===== src/rtl/core/assert_macros.svh =====
// shared assertion macros, sampled on the rising clock edge, off while in reset
`ifndef ASSERT_MACROS_SVH
`define ASSERT_MACROS_SVH

// same-cycle implication
`define ASSERT_IMP(lbl, ant, con) \
   lbl: assert property (@(posedge clock) disable iff (reset) (ant) |-> (con)) \
      else $error("assertion failed");

// next-cycle implication
`define ASSERT_NXT(lbl, ant, con) \
   lbl: assert property (@(posedge clock) disable iff (reset) (ant) |=> (con)) \
      else $error("assertion failed");

`endif


===== src/rtl/core/bsdb_ram.sv =====
module bsdb_ram
   #(parameter int WIDTH = 32,
     parameter int DEPTH = 64)
   (input  logic                     clock,
    input  logic                     wr_en,
    input  logic [$clog2(DEPTH)-1:0] wr_addr,
    input  logic [WIDTH-1:0]         wr_data,
    input  logic [$clog2(DEPTH)-1:0] rd_addr,
    output logic [WIDTH-1:0]         rd_data);

   logic [WIDTH-1:0] mem_ff [DEPTH];
   logic [WIDTH-1:0] rd_data_ff;

   always_ff @(posedge clock) begin
      if (wr_en) begin
         mem_ff[wr_addr] <= wr_data;
      end
      rd_data_ff <= mem_ff[rd_addr];
   end

   assign rd_data = rd_data_ff;

endmodule


===== config.mk =====
export PLATFORM = sky130hd
export DESIGN_NAME = bsdb_ram
export DESIGN_NICKNAME = d
export VERILOG_FILES = /design/src/rtl/core/assert_macros.svh /design/src/rtl/core/bsdb_ram.sv
export SDC_FILE = /design/constraint.sdc
export NUM_CORES = 2
export LEC_CHECK = 0
export BUFFER_PORTS_ARGS = -buffer_cell sky130_fd_sc_hd__buf_2
export CORE_ASPECT_RATIO = 2
export CORE_UTILIZATION = 35
export DETAILED_ROUTE_END_ITERATION = 10
export PLACE_DENSITY = 0.56
export SETUP_SLACK_MARGIN = 0.05
export SLEW_MARGIN = 10
export SYNTH_ARGS = -nofsm -noshare
export SYNTH_HDL_FRONTEND = slang
export SYNTH_SLANG_ARGS = --single-unit

===== constraint.sdc =====
create_clock -name clock -period 3.9 [get_ports clock]
set_input_delay 0 -clock clock [delete_from_list [all_inputs] [get_ports clock]]
set_output_delay 0 -clock clock [all_outputs]
set_load 0.05 [all_outputs]

==> summary.txt <==
Outcome
  – Outcome: completed

Worst setup path
  – WP data arrival: 3860 ps
  – Buf/Inv on CP: 3
  – CP most frequent cell: a21oi_1
  – CP top delay family: compound AO/OA/AOI/OAI gates
  – Critical path fanouts, max: 15
  – Worst setup path class: in -> reg
  – Critical path required time: 4640 ps
  – Reg2reg setup slack: 1320 ps
  – Critical path's slowest cell: a21oi_1
  – CP endpoint kind: register
  – Critical path's largest stage delay: 960 ps
  – Startpoint Class: input pin
  – Critical R2R Launch: mem_ff[55][18]$_DFFE_PP_
  – CP cell instances: dlygate4sd3_1 -> buf_2 -> nand2_1 -> buf_4 -> o221ai_1 -> a21oi_1 -> a21oi_1 -> nor2_1
  – Setup crit start: rd_addr[4]

Routing
  – Per-cell routed wire length: 33.8 um
  – Vias: 36.9k
  – Post-route DRC: 0
  – DRT iter0 DRCs: 3762
  – Routed wire length: 228000 um
  – DRT Pass-1 Iters: 5
  – Vias per inst: 5.46
  – Post-route ant nets: 0

Finish
  – Share of layout cells above drive strength 1: 30.9%
  – Final nets: 3697
  – Commonest non-fill, non-tap cells in the layout: edfxtp_1 (2048), mux4_2 (544), buf_4 (195)
  – Area grow syn2layout: 15.1%
  – Non-Filler Instances: 6760
  – Commonest non-fill, non-tap cell in the layout: edfxtp_1

STA
  – Relative slew slack: 14.1%
  – RSZ-0062 raised after global routing: false
  – Slew Viols, Final: 0
  – Worst slew pin tran: 1290 ps
  – Endpoints failing setup: 0
  – Final TNS setup: 0 ps
  – Fin crit share: 79.9%
  – Hold Vio Cnt, Final: 0
  – Crit path time final: 3120 ps
  – FMAX: 321 MHz
  – Setup Skew: 58.5 ps

Pwr
  – Comb power frac: 5.8%
  – Sequential Power Share: 54.3%
  – Pwr Density: 506 mW/mm^2
  – Psw: 9860 uW
  – Switching share of power: 21.5%
  – Internal power: 35900 uW
  – Peak supply drop: 0.000304 V
  – Clock group share of total power: 39.8%
  – Lkg Pwr: 0.0279 uW

GRT
  – Global-route usage over all layers: 20.2%
  – Initial antenna violation count: 22
  – GRT overflow: 0
  – First-pass GRT wire length: 314000 um
  – Largest net degree at the start of global routing: 67
  – Number of global-route vias before repair: 38.9k

Yosys
  – Most area-hungry cell type in the Yosys netlist: edfxtp_1
  – Syn avg cell area: 23.6 um^2
  – Synth Instances: 3324
  – Syn nets: 3370
  – #FFs+latches synth: 2080
  – Yosys warnings: 0
  – Ys flop type: edfxtp_1
  – Sequential-to-total area share from yosys stat: 79.1%
  – Area contributors post-synth: edfxtp_1 (78%), mux4_2 (16%), mux2i_1 (1.2%)
  – Ys async rst share: 0%
  – Post-synth EDFFs: 2048
  – Yosys cell types: 34
  – Synthesized cell area: 0.0785 mm^2
  – Area fraction of the dominant cell type after synthesis: 78.3%

Floorplanning
  – Die Y: 672 um
  – Top Ports: 78
  – Die W: 337 um
  – Initial Util: 35.2%
  – Placement row count: 245
  – Core area: 0.223 mm^2
  – DIE AREA: 0.226 mm^2

Clock tree
  – Num CTS Buffers: 172
  – CTS sink count: 2080
  – CTS tree: built
  – H-tree depth: 4
  – Clock transition at the registers of the reported paths: 70 ps
  – CTS resizes: 0
  – Post-CTS Setup Bufs: 0
  – Clock Latency Late Sink: 830 ps
  – Maximum clock path buffer count: 4
  – Root buffer cell: clkbuf_16

Min path
  – Hold/Removal Path Class: in -> reg
  – Hold wc startpoint: wr_data[1]

Job
  – Max-cap check violation count: 0

Placement
  – Dpl cells: 6403
  – Post-DP HPWL: 143000 um
  – # port buffers: 77
  – RD Place Congestion: 0.835
-- flip-flops by register name, indices dropped and copies added, names as in the netlist --
signal and flops:
mem_ff 2048, rd_data 32
-- cell usage after synthesis (5+ instances only) --
library cell	number
a21oi_1	62
a22oi_1	12
a311oi_1	8
buf_1	21
buf_2	57
buf_4	25
buf_6	5
clkbuf_1	74
dfxtp_1	32
edfxtp_1	2048
mux2i_1	93
mux4_2	544
nand2_1	26
nand2b_1	8
nand3_1	5
nand3b_1	5
nor2_1	137
nor2b_1	15
nor3_1	7
o221ai_1	27
o22ai_1	84
-- worst register-to-register path, cell delays in order (launching register included) --
cell	delay (ps)
edfxtp_1	360
mux4_2	480
mux2i_1	650
nand3b_1	150
a31oi_1	720
nor2_1	90
-- power by group through the flow --
stage	clock, uW	sequential, uW	combinational (uW)
final	18200	24900	2680
after global routing	19100	24900	2780
after CTS	18500	24900	2720
after detailed placement	0	25400	2680
after global placement	0	25400	2660
after floorplan	0	25400	1200
-- area by class of cell --
cell class,instances,area [um^2]
fill,19400,132000
sequential,2080,62100
multi-input combinational,1062,16000
clock buffer,216,4670
tap,2964,3710
timing repair buffer,335,2760
clock inverter,88,1120
antenna,15,37.5
-- timing repair --
item,4_1_cts,5_1_grt
hold buffers,38,0
endpoints found under the hold margin,1416,0
endpoints found under the setup margin,0,0
-- through the flow --
step           setup WS (ps)  area, um^2  hold WS (ps)  util [%]  total power (uW)
6_report                 782       90400          69.1      40.6             45800
5_1_grt                 1020       90400          81.3      40.6             46800
4_1_cts                  911       90400          6.77      40.5             46100
3_5_place_dp             588       84200           396      37.8             28100
3_3_place_gp             519       84200           380      37.8             28000
2_1_floorplan            740       78500          98.9         -             26600
-- metal layers --
layer  global-route usage [%]  up-vias  part of all wire (%)
li1                         -    14800                     -
met1                     21.8    20400                    34
met2                     38.2     1293                    56
met3                     2.42      401                   4.9
met4                     10.4        8                   5.8
met5                        0        -                 0.024
-- cell families after synthesis --
family	synth area share, %
muxes	16.8
DFF	79.1
and+or+nand+nor	1.27
AOI/OAI and AO/OA	1.67
buffers and inverters	1.13
-- worst paths after layout --
check                      endpoint  cells past startpoint
min reg2reg      rd_data[4]$_DFF_P_                      4
max             rd_data[11]$_DFF_P_                      8
max reg2reg     rd_data[18]$_DFF_P_                      5
min          mem_ff[6][1]$_DFFE_PP_                      1
(Power assumes the default switching activity.)
