===== src/rtl/core/assert_macros.svh =====
// shared assertion macros, sampled on the rising clock edge, off while in reset
`ifndef ASSERT_MACROS_SVH
`define ASSERT_MACROS_SVH

// same-cycle implication
`define ASSERT_IMP(lbl, ant, con) \
   lbl: assert property (@(posedge clock) disable iff (reset) (ant) |-> (con)) \
      else $error("assertion failed");

// next-cycle implication
`define ASSERT_NXT(lbl, ant, con) \
   lbl: assert property (@(posedge clock) disable iff (reset) (ant) |=> (con)) \
      else $error("assertion failed");

`endif


===== src/rtl/core/bsdb_pkg.sv =====
package bsdb_pkg;

   localparam int MAX_ORDER_DEF  = 8;
   localparam int MAX_POINTS_DEF = 64;
   localparam int KNOT_DEPTH_DEF = 72;

   localparam int Q_W     = 32;
   localparam int IX_W    = 8;
   localparam int DIV_N_W = 49;
   localparam int DIV_D_W = 33;

   localparam logic [1:0] KIND_KNOT  = 2'd0;
   localparam logic [1:0] KIND_POINT = 2'd1;
   localparam logic [1:0] KIND_EVAL  = 2'd2;

   localparam logic CSR_ORDER = 1'b0;
   localparam logic CSR_LAST  = 1'b1;

   localparam logic [3:0] ORDER_RST = 4'd4;
   localparam logic [5:0] LAST_RST  = 6'd3;

   typedef enum logic [1:0] {
      ST_OK      = 2'd0,
      ST_DOMAIN  = 2'd1,
      ST_ZERO_IV = 2'd2
   } status_type;

   typedef struct packed {
      logic               start;
      logic [DIV_N_W-1:0] dividend;
      logic [DIV_D_W-1:0] divisor;
   } div_req_type;

   typedef struct packed {
      logic               done;
      logic [DIV_N_W-1:0] quotient;
   } div_rsp_type;

endpackage


===== src/rtl/core/bsdb_div.sv =====
module bsdb_div
   import bsdb_pkg::*;
   (input  logic        clock,
    input  logic        reset,
    input  div_req_type req,
    output div_rsp_type rsp);

   // restoring divider, one quotient bit per cycle
   logic               busy_ff;
   logic               done_ff;
   logic [5:0]         cnt_ff;
   logic [DIV_D_W-1:0] rem_ff;
   logic [DIV_D_W-1:0] dvs_ff;
   logic [DIV_N_W-1:0] quo_ff;
   logic [DIV_D_W:0]   trial;
   logic               take;

   assign trial = {rem_ff, quo_ff[DIV_N_W-1]};
   assign take  = trial >= {1'b0, dvs_ff};

   always_ff @(posedge clock) begin
      if (reset) begin
         busy_ff <= 1'b0;
         done_ff <= 1'b0;
         cnt_ff  <= '0;
      end else begin
         done_ff <= 1'b0;
         if (req.start) begin
            busy_ff <= 1'b1;
            cnt_ff  <= '0;
            rem_ff  <= '0;
            dvs_ff  <= req.divisor;
            quo_ff  <= req.dividend;
         end else if (busy_ff) begin
            rem_ff <= take ? DIV_D_W'(trial - {1'b0, dvs_ff}) : trial[DIV_D_W-1:0];
            quo_ff <= {quo_ff[DIV_N_W-2:0], take};
            cnt_ff <= cnt_ff + 6'd1;
            if (cnt_ff == 6'(DIV_N_W - 1)) begin
               busy_ff <= 1'b0;
               done_ff <= 1'b1;
            end
         end
      end
   end

   assign rsp.done     = done_ff;
   assign rsp.quotient = quo_ff;

endmodule


===== config.mk =====
export PLATFORM = sky130hd
export DESIGN_NAME = bsdb_div
export DESIGN_NICKNAME = d
export VERILOG_FILES = /design/src/rtl/core/assert_macros.svh /design/src/rtl/core/bsdb_pkg.sv /design/src/rtl/core/bsdb_div.sv
export SDC_FILE = /design/constraint.sdc
export NUM_CORES = 1
export LEC_CHECK = 0
export BUFFER_PORTS_ARGS = -buffer_cell sky130_fd_sc_hd__buf_2
export CORE_ASPECT_RATIO = 1.2
export CORE_MARGIN = 4
export CORE_UTILIZATION = 30
export CTS_CLUSTER_DIAMETER = 60
export DETAILED_ROUTE_END_ITERATION = 10
export GPL_ROUTABILITY_DRIVEN = 0
export GPL_TIMING_DRIVEN = 0
export PLACE_DENSITY = 0.52
export SLEW_MARGIN = 5
export SYNTH_ARGS = -nofsm -noshare
export SYNTH_HDL_FRONTEND = slang
export SYNTH_SLANG_ARGS = --single-unit

===== constraint.sdc =====
create_clock -name clock -period 5.3 [get_ports clock]
set_clock_uncertainty 0.2 [all_clocks]
set_input_delay 0 -clock clock [delete_from_list [all_inputs] [get_ports clock]]
set_output_delay 0 -clock clock [all_outputs]
set_load 0.02 [all_outputs]

==> metrics.md, run 1 <==
| Metric | Value |
|---|---|
| Worst-skew pair later-pin latency | `0.43 ns` |
| Seq cells post-synth | `123` |
| Pins Over Slew Limit | `0` |
| Drt total wl | `18100 um` |
| I/O pin cnt | `135` |
| First-pass iteration count of the detailed router | `4` |
| Met3 wire len | `1190 um` |
| RR Startpoint | `quo_ff[48]$_DFFE_PP_` |
| Fill count | `2174` |
| Max rail drop VDD | `0.227 mV` |
| DRT antenna net count | `0` |
| R2r worst-path depth | `14` |
| Syn nets | `731` |
| Initial antenna violation count | `0` |
| Htree depth | `4` |
| Cells on Worst Hold Path | `3` |
| Top cells by area, synth | `edfxtp_1 (50%), mux2_2 (8.0%), ha_1 (6.4%)` |
| Max cap viols | `0` |
| Leakage power | `3.95 nW` |
| Finished Layout Cells | `1142` |
| Grt total ovfl | `0` |
| Iter 0 DRT Violations | `318` |
| Synth Instances | `610` |
| # DRC | `0` |
| CP Data Arrival Time | `3.82 ns` |
| HP Start | `req[82]` |
| Clk network pwr share | `39.1%` |
| CTS max path bufs | `2` |
| Yosys warnings | `0` |
| Worst EP required | `5.35 ns` |
| Setup TNS | `0 ns` |
| Clock root cell | `clkbuf_16` |
| Pin count of the biggest net entering global routing | `31` |
| Setup WS pre-CTS | `1.53 ns` |
| Post-synthesis sequential area ratio | `52.4%` |
| Via Count | `5464` |
| Logic pwr share | `23.1%` |
| R2r setup slk | `1.53 ns` |
| Syn avg cell area | `11.3 um2` |
| Min-Delay Path Class | `in -> reg` |
| Setup ws final | `1.53 ns` |
| Final hold violations | `0` |
| Vias in the first global route | `5772` |
| Biggest area consumer among synthesized cells | `edfxtp_1` |
| Final worst-path cycle share | `71.2%` |
| Core area | `22500 um2` |
| Highest routed layer | `met4` |
| Rel. slew slack | `58.3%` |
| Sequential share of power | `37.8%` |
| RSZ-0062 raised after global routing | `no` |
| Outcome | `finished clean` |
| Reg clk slew, reported paths | `0.06 ns` |
| Final setup violating endpoints | `0` |
| Num Clock Sinks | `123` |
| Commonest cells after routing, fill and taps aside | `buf_2 (142), edfxtp_1 (115), dlygate4sd3_1 (84)` |
| Pint | `2.24 mW` |
| Worst-path maximum fanout | `10` |
| CP Class | `reg -> reg` |
| Hold worst-path end | `quo_ff[0]$_DFFE_PP_` |
| Die area | `25500 um2` |
| Unique masters post-synth | `61` |
| Die Height | `174 um` |
| Cell area after synthesis | `6890 um2` |
| Die Wd | `146 um` |
| Crit path time final | `3.78 ns` |
| Nets | `971` |
| Fraction of layout cells with a size suffix above 1 | `28.9%` |
| Commonest non-fill, non-tap cell in the layout | `buf_2` |
| Fmax achieved | `0.265 GHz` |
| Num CTS Buffers | `17` |
| Commonest register cell after synthesis | `edfxtp_1` |
| Vias per cell | `4.78` |
| Pwr/cell area | `334 nW/um2` |
| RR Endpoint | `rem_ff[27]$_SDFFCE_PP0P_` |
| Routed length per instance | `15.8 um` |
| Port Buffers | `133` |
| Cell total after placement | `1026` |
| Initial Util | `30.6%` |
| Tot GR Track Use | `14.5%` |
| # diodes | `0` |
| Row count | `60` |
| Metal1 wirelength | `7870 um` |
| Worst-margin pin slew | `0.625 ns` |
| CP endpoint kind | `register` |
| Metal2 WL | `8670 um` |
| First-pass GRT wire length | `29700 um` |
| DP HPWL | `12900 um` |
| Synthesis-to-layout area growth | `37.5%` |
| Post-synth EDFFs | `115` |
| Sw Share | `29.2%` |
| CP Launch Type | `register` |
| Top cell type's share of synthesized area | `50.1%` |
| NetSw | `0.923 mW` |
| Post-synth ARST share | `0%` |
| CTS tree | `yes` |
-- layer usage --
layer | GRT usage (%) | up-vias
li1 | - | 2709
met1 | 18.0 | 2547
met2 | 23.7 | 175
met3 | 4.22 | 33
met4 | 5.61 | 0
met5 | 0 | -
-- repair_timing --
action / CTS / global route
hold buffers: 84 / 0
endpoints found under the setup margin: 0 / 0
setup buffers: 0 / 0
hold endpoints to repair: 115 / 0
gates resized for setup: 0 / 0
-- logic make-up after synthesis --
| group | Yosys count | synth area share [%] |
|---|---|---|
| flip-flops | 123 | 52.4 |
| multiplexers | 51 | 8.30 |
| adder cells (fa/ha/maj) | 36 | 6.65 |
| XOR/XNOR | 30 | 3.81 |
| AND/OR/NAND/NOR | 166 | 11.4 |
| buffers and inverters | 71 | 4.65 |
| AO/OA/AOI/OAI | 133 | 12.8 |
-- flip-flops by register name, indices dropped and copies added, names as in the netlist --
signal	cells
rem_ff	33
done_ff	1
busy_ff	1
dvs_ff	33
cnt_ff	6
quo_ff	49
-- worst max-delay path, cell delays in order (launching register included) --
cell and delay [ns]:
edfxtp_1 0.42, inv_1 0.09, ha_1 0.16, inv_1 0.05, fa_1 0.40, a21o_1 0.23, a221oi_2 0.40, o21a_2 0.25
nand4_2 0.16, nand4_2 0.15, a21oi_2 0.07, nor2_2 0.40, buf_2 0.36, nand2_1 0.10, a21oi_1 0.17
-- power by group through the flow --
stage               Sequential (mW)  Clock, mW  Combinational, mW
floorplan                      1.24          0              0.465
global placement               1.22          0              0.671
detailed placement             1.21          0              0.685
CTS                            1.20       1.26              0.737
global route                   1.20       1.30              0.818
finish                         1.20       1.24              0.731
-- synthesized netlist by cell type, types with 3 or more instances --
cell type,count
a211oi_1,12
xor2_1,16
nand3_1,10
o21bai_1,3
nor2b_1,3
nand2b_1,4
buf_1,5
inv_1,40
a21o_1,19
a211o_1,4
or3_1,5
buf_6,5
nor2_1,41
and3_1,4
buf_2,9
nand4_1,9
clkbuf_1,10
o21ai_0,15
a21oi_1,51
nor4_1,4
edfxtp_1,115
mux2_2,49
nor3_1,5
ha_1,35
o21a_1,4
dfxtp_1,8
xnor2_1,14
nand2_1,67
a31oi_1,4
-- worst max path at each step --
stage                                    start                        to
final                     quo_ff[48]$_DFFE_PP_  rem_ff[27]$_SDFFCE_PP0P_
after global routing      quo_ff[48]$_DFFE_PP_  rem_ff[27]$_SDFFCE_PP0P_
after CTS                 quo_ff[48]$_DFFE_PP_  rem_ff[27]$_SDFFCE_PP0P_
after detailed placement  quo_ff[48]$_DFFE_PP_  rem_ff[27]$_SDFFCE_PP0P_
after global placement                 req[82]  rem_ff[11]$_SDFFCE_PP0P_
after floorplan                        req[82]       quo_ff[0]$_DFFE_PP_
-- cell type report --
class                   count  area, um2  share of cell area (%)
flip-flops and latches    123       3610                    38.1
plain buffers              31        170                    1.80
well taps                 279        349                    3.68
clock buffers              18        429                    4.53
repair buffers            221       1610                    17.0
multi-input cells         416       2970                    31.4
inverters                  40        150                    1.58
clock inverters            14        184                    1.94
-- through the flow --
stage / power (mW) / cell area [um2] / hold slack [ns] / util (%)
final: 3.16 / 9480 / 0.0694 / 42.1
after global routing: 3.32 / 9480 / 0.0850 / 42.1
after CTS: 3.19 / 9480 / 0.0622 / 42.1
after detailed placement: 1.90 / 8020 / -0.0217 / 35.6
after global placement: 1.89 / 7910 / -0.0228 / 35.1
after floorplan: 1.71 / 6890 / -0.128 / -
Note: power is estimated with default switching activity, not from simulation.
==> run 2: changes to the inputs <==
clock period = 3.3 ns   (was 5.3 ns; I/O delays follow)
==> run 2 against run 1 <==
Compared with the run above:
- routed wire length up 3.1%
- via count rose by 0.33%
- first-iteration DRC count down 38%
- power increased by 62%
- register-to-register slack got worse by 1.5 ns
- die area stayed put
- largest cell class unchanged
- largest power group is now registers
==> metrics.md, run 2 (synthesis gave the netlist of run 1 again) <==
| Metric | Value |
|---|---|
| Outcome | `finished clean` |
| Sequential share of power | `37.5%` |
| Port Buffers | `133` |
| Vias in the first global route | `5886` |
| Vias per cell | `4.78` |
| CP endpoint kind | `register` |
| Clk network pwr share | `36.1%` |
| Final worst-path cycle share | `98.9%` |
| CP Data Arrival Time | `3.19 ns` |
| Tot GR Track Use | `14.9%` |
| Logic pwr share | `26.4%` |
| Max cap viols | `0` |
| Final Instance Area | `9780 um2` |
| Fmax achieved | `0.307 GHz` |
| Fraction of layout cells with a size suffix above 1 | `33.5%` |
| NetSw | `1.52 mW` |
| Die Height | `174 um` |
| Worst-path maximum fanout | `6` |
| Row count | `60` |
| Pint | `3.60 mW` |
| CTS tree | `yes` |
| CP Class | `reg -> reg` |
| Reg clk slew, reported paths | `0.06 ns` |
| Worst-skew pair later-pin latency | `0.43 ns` |
| Commonest cells after routing, fill and taps aside | `buf_2 (139), edfxtp_1 (115), dlygate4sd3_1 (84)` |
| Pwr/cell area | `524 nW/um2` |
| # diodes | `0` |
| Worst EP required | `3.23 ns` |
| Synthesis-to-layout area growth | `41.9%` |
| Htree depth | `4` |
| RR Startpoint | `quo_ff[48]$_DFFE_PP_` |
| Core area | `22500 um2` |
| Final setup violating endpoints | `0` |
| Setup ws final | `0.0378 ns` |
| Rel. slew slack | `48.9%` |
| Fill count | `2154` |
| Commonest non-fill, non-tap cell in the layout | `buf_2` |
| Num Clock Sinks | `123` |
| # DRC | `0` |
| Crit path time final | `3.26 ns` |
| RSZ-0062 raised after global routing | `yes` |
| Worst-margin pin slew | `0.766 ns` |
| Sw Share | `29.8%` |
| Initial antenna violation count | `0` |
| Hold slack | `0.0835 ns` |
| Initial Util | `30.6%` |
| Worst setup startpoint | `quo_ff[48]$_DFFE_PP_` |
| Min-Delay Path Class | `in -> reg` |
| Drt total wl | `18700 um` |
| HP Start | `req[25]` |
| Setup WS pre-CTS | `-0.318 ns` |
| Die Wd | `146 um` |
| Top reg by flops | `quo_ff` |
| Largest regs | `quo_ff: 49 flops, dvs_ff: 33 flops, rem_ff: 33 flops` |
| Cells on Worst Hold Path | `2` |
| Num CTS Buffers | `17` |
| Max FFs per register | `49` |
| Leakage power | `4.03 nW` |
| CP Launch Type | `register` |
| DP HPWL | `13000 um` |
| Final hold violations | `0` |
| DRT antenna net count | `0` |
| Grt total ovfl | `0` |
| Die area | `25500 um2` |
| CTS max path bufs | `2` |
| Nets | `978` |
| Post-DP Area | `8020 um2` |
| First-pass iteration count of the detailed router | `5` |
| Clock root cell | `clkbuf_16` |
| Via Count | `5482` |
| Routed length per instance | `16.2 um` |
| Pin count of the biggest net entering global routing | `25` |
| Iter 0 DRT Violations | `196` |
| First-pass GRT wire length | `30600 um` |
| Max rail drop VDD | `0.350 mV` |
| Pins Over Slew Limit | `0` |
| I/O pin cnt | `135` |
| R2r worst-path depth | `15` |
run 2: metrics by stage:
step                      utilization [%]  instances  setup TNS (ns)  total power [mW]
final                                43.4       1148               0              5.12
after global routing                 43.4       1148          -0.826              5.39
after CTS                            42.3       1142         -0.0277              5.05
after detailed placement             35.6       1026           -6.14              3.05
after global placement               35.1       1022          -62.86              3.04
after floorplan                         -        610               0              2.74
run 2: routing by layer:
metal	vias up	GRT usage (%)	part of all wire (%)
met5	-	0	0
met2	155	25.5	51
li1	2723	-	-
met3	16	4.75	6.1
met4	0	3.88	1.2
met1	2588	18.1	42
run 2: worst max-delay path, cell delays in order (launching register included):
cell,delay (ns)
edfxtp_1,0.40
inv_1,0.08
ha_2,0.17
inv_2,0.04
fa_2,0.34
a21o_1,0.21
a221oi_4,0.30
o21a_2,0.21
nand4_4,0.11
nand4_4,0.11
a21oi_4,0.07
or2_4,0.29
buf_12,0.16
clkbuf_16,0.17
nand2_4,0.06
a21oi_2,0.04
run 2: power by group through the flow:
stage / clock network (mW) / logic [mW] / registers [mW]
floorplan: 0 / 0.749 / 1.99
detailed placement: 0 / 1.10 / 1.95
finish: 1.85 / 1.35 / 1.92
CTS: 1.90 / 1.23 / 1.92
global placement: 0 / 1.08 / 1.95
global route: 1.96 / 1.50 / 1.93
run 2: timing repair:
item / CTS / global route
endpoints found under the setup margin: 33 / 34
pin swaps: 11 / 19
cloned: 0 / 2
resized for setup: 17 / 46
setup buffers: 4 / 4
hold buffers: 84 / 0
endpoints found under the hold margin: 115 / 0
run 2: layout make-up:
| type | count | area (um2) | share of cell area (%) |
|---|---|---|---|
| timing repair buffer | 231 | 1710 | 17.5 |
| sequential | 123 | 3610 | 36.9 |
| buffer | 28 | 193 | 1.97 |
| clock buffer | 18 | 429 | 4.39 |
| tap | 279 | 349 | 3.57 |
| multi-input combinational | 416 | 3190 | 32.6 |
| inverter | 40 | 150 | 1.54 |
| clock inverter | 13 | 145 | 1.48 |
run 2: worst paths after layout:
check                             end  slack, ns
max reg2reg  rem_ff[15]$_SDFFCE_PP0P_       0.04
min              dvs_ff[25]$_DFFE_PP_       0.08
min reg2reg    cnt_ff[5]$_SDFFE_PP0P_       0.32
max          rem_ff[15]$_SDFFCE_PP0P_       0.04
==> run 3: changes to the inputs <==
PLACE_DENSITY = 0.53   (was 0.52)
==> run 3 against run 2 <==
Compared with the run above:
- via count increased by 1.3%
- worst setup slack improved by 0.016 ns
- critical path depth decreased by 4
- design area increased by 0.17%
- fmax increased by 0.48%
- die area unchanged
- cell count increased by 0.35%
- non-clock buffer count increased by 3
- routed wire length increased by 2.1%
- sequential power about the same
- hold slack got worse by 0.025 ns
- largest power group unchanged
==> metrics.md, run 3 (synthesis gave the netlist of run 1 again) <==
| Metric | Value |
|---|---|
| Max cap viols | `0` |
| Worst-skew pair later-pin latency | `0.43 ns` |
| Die area | `25500 um2` |
| Sequential share of power | `38.3%` |
| Htree depth | `4` |
| Commonest non-fill, non-tap cell in the layout | `buf_2` |
| Fraction of layout cells with a size suffix above 1 | `34.0%` |
| Worst-path maximum fanout | `7` |
| CP endpoint kind | `register` |
| Pwr/cell area | `514 nW/um2` |
| Num CTS Buffers | `17` |
| Finished Layout Cells | `1152` |
| Metal1 wirelength | `8070 um` |
| Synthesis-to-layout area growth | `42.2%` |
| Logic pwr share | `26.9%` |
| NetSw | `1.57 mW` |
| Initial Util | `30.6%` |
| Fill count | `2170` |
| Iter 0 DRT Violations | `273` |
| Sw Share | `31.2%` |
| Nets | `981` |
| RR Endpoint | `rem_ff[24]$_SDFFCE_PP0P_` |
| Port Buffers | `133` |
| DRT antenna net count | `0` |
| Min-Delay Path Class | `in -> reg` |
| CP Data Arrival Time | `3.22 ns` |
| R2r worst-path depth | `11` |
| CTS max path bufs | `2` |
| Row count | `60` |
| Grt total ovfl | `0` |
| DP HPWL | `13300 um` |
| Tot Pwr | `5.03 mW` |
| Final worst-path cycle share | `98.4%` |
| Multi-input gate area | `3190 um2` |
| Commonest cells after routing, fill and taps aside | `buf_2 (139), edfxtp_1 (115), dlygate4sd3_1 (84)` |
| Initial antenna violation count | `0` |
| HP Start | `req[82]` |
| Vias per cell | `4.82` |
| Pint | `3.46 mW` |
| Outcome | `finished clean` |
| # diodes | `0` |
| Die Height | `174 um` |
| Largest regs | `quo_ff: 49 flops, dvs_ff: 33 flops, rem_ff: 33 flops` |
| Setup WS pre-CTS | `-0.299 ns` |
| Clock root cell | `clkbuf_16` |
| Pin count of the biggest net entering global routing | `23` |
| Worst-margin pin slew | `0.813 ns` |
| Cell total after placement | `1027` |
| Rel. slew slack | `45.8%` |
| CTS tree | `yes` |
| Max rail drop VDD | `0.332 mV` |
| Core area | `22500 um2` |
| Met3 wire len | `1200 um` |
| Fmax achieved | `0.308 GHz` |
| CP Launch Type | `register` |
| CP Class | `reg -> reg` |
| Num Clock Sinks | `123` |
| # DRC | `0` |
| First-pass iteration count of the detailed router | `4` |
| Routed length per instance | `16.5 um` |
| Die Wd | `146 um` |
| Drt total wl | `19000 um` |
| Worst setup endpoint | `rem_ff[24]$_SDFFCE_PP0P_` |
| Leakage power | `4.02 nW` |
| RSZ-0062 raised after global routing | `yes` |
| Vias in the first global route | `6029` |
| Final setup violating endpoints | `0` |
| Worst setup startpoint | `rem_ff[10]$_SDFFCE_PP0P_` |
| I/O pin cnt | `135` |
| Final Instance Area | `9800 um2` |
| Top reg by flops | `quo_ff` |
| Tot GR Track Use | `15.2%` |
| Max FFs per register | `49` |
| First-pass GRT wire length | `31200 um` |
| Pins Over Slew Limit | `0` |
| Post-DP Area | `8060 um2` |
| Reg clk slew, reported paths | `0.06 ns` |
| Highest routed layer | `met4` |
| Setup ws final | `0.0534 ns` |
| Metal2 WL | `9340 um` |
| R2r setup slk | `0.05 ns` |
| Crit path time final | `3.25 ns` |
| Final hold violations | `0` |
| Via Count | `5552` |
| Worst EP required | `3.27 ns` |
| FF/Latch Area | `3610 um2` |
| RR Startpoint | `rem_ff[10]$_SDFFCE_PP0P_` |
| Clk network pwr share | `34.8%` |
==> run 3: cell count changes in the layout (fill, tap and decap cells not counted), sizes merged <==
cell and change:
buf +4, inv +3, bufinv -2, clkbuf -1
clkinv -1, clkinvlp +1
==> run 3: per-stage QoR <==
| step | utilization (%) | hold slack, ns | setup TNS [ns] |
|---|---|---|---|
| CTS | 42.7 | 0.0578 | -0.00247 |
| detailed placement | 35.8 | -0.0219 | -7.06 |
| finish | 43.5 | 0.0588 | 0 |
| global placement | 35.1 | -0.0224 | -61.74 |
| floorplan | - | -0.128 | 0 |
| global route | 43.5 | 0.0808 | -0.649 |
==> run 3: worst min-delay path by stage <==
stage	slack (ns)	cells past startpoint	endpoint
floorplan	-0.13	1	busy_ff$_SDFF_PP0_
global placement	-0.02	1	dvs_ff[9]$_DFFE_PP_
detailed placement	-0.02	1	dvs_ff[5]$_DFFE_PP_
CTS	0.06	3	quo_ff[0]$_DFFE_PP_
global route	0.08	2	dvs_ff[8]$_DFFE_PP_
finish	0.06	3	quo_ff[0]$_DFFE_PP_
==> run 3: final cells by class <==
type                       instances  area share (%)
sequential                       123            36.9
clock buffer                      18            4.38
multi-input combinational        416            32.5
inverter                          40            1.53
buffer                            28            1.80
tap                              279            3.56
clock inverter                    14            1.15
timing repair buffer             234            18.2
==> run 3: metal layers <==
layer  GRT usage (%)  vias to the layer above
li1                -                     2737
met1            18.4                     2627
met2            25.7                      165
met3            4.54                       23
met4            5.49                        0
met5               0                        -
==> run 3: timing repair <==
action / CTS / global route
pin swaps: 12 / 10
gates cloned: 1 / 0
buffers inserted: 9 / 2
hold buffers: 84 / 0
hold endpoints to repair: 114 / 0
setup endpoints to repair: 34 / 33
gates resized for setup: 21 / 46
==> run 3: power groups by stage <==
stage / sequential, mW / clock (mW) / combinational [mW]
after floorplan: 1.99 / 0 / 0.749
after global placement: 1.96 / 0 / 1.08
after detailed placement: 1.95 / 0 / 1.11
after CTS: 1.92 / 1.78 / 1.27
after global routing: 1.94 / 1.86 / 1.49
final: 1.93 / 1.75 / 1.35
==> run 3: worst max-delay path, stage by stage (launching register included) <==
cell      delay [ns]
edfxtp_1        0.40
ha_1            0.30
clkbuf_4        0.17
nand2_1         0.07
or3_1           0.36
o21a_2          0.26
a211o_1         0.33
a21boi_2        0.17
or2_4           0.16
a21oi_4         0.06
and4_4          0.22
a311o_1         0.31
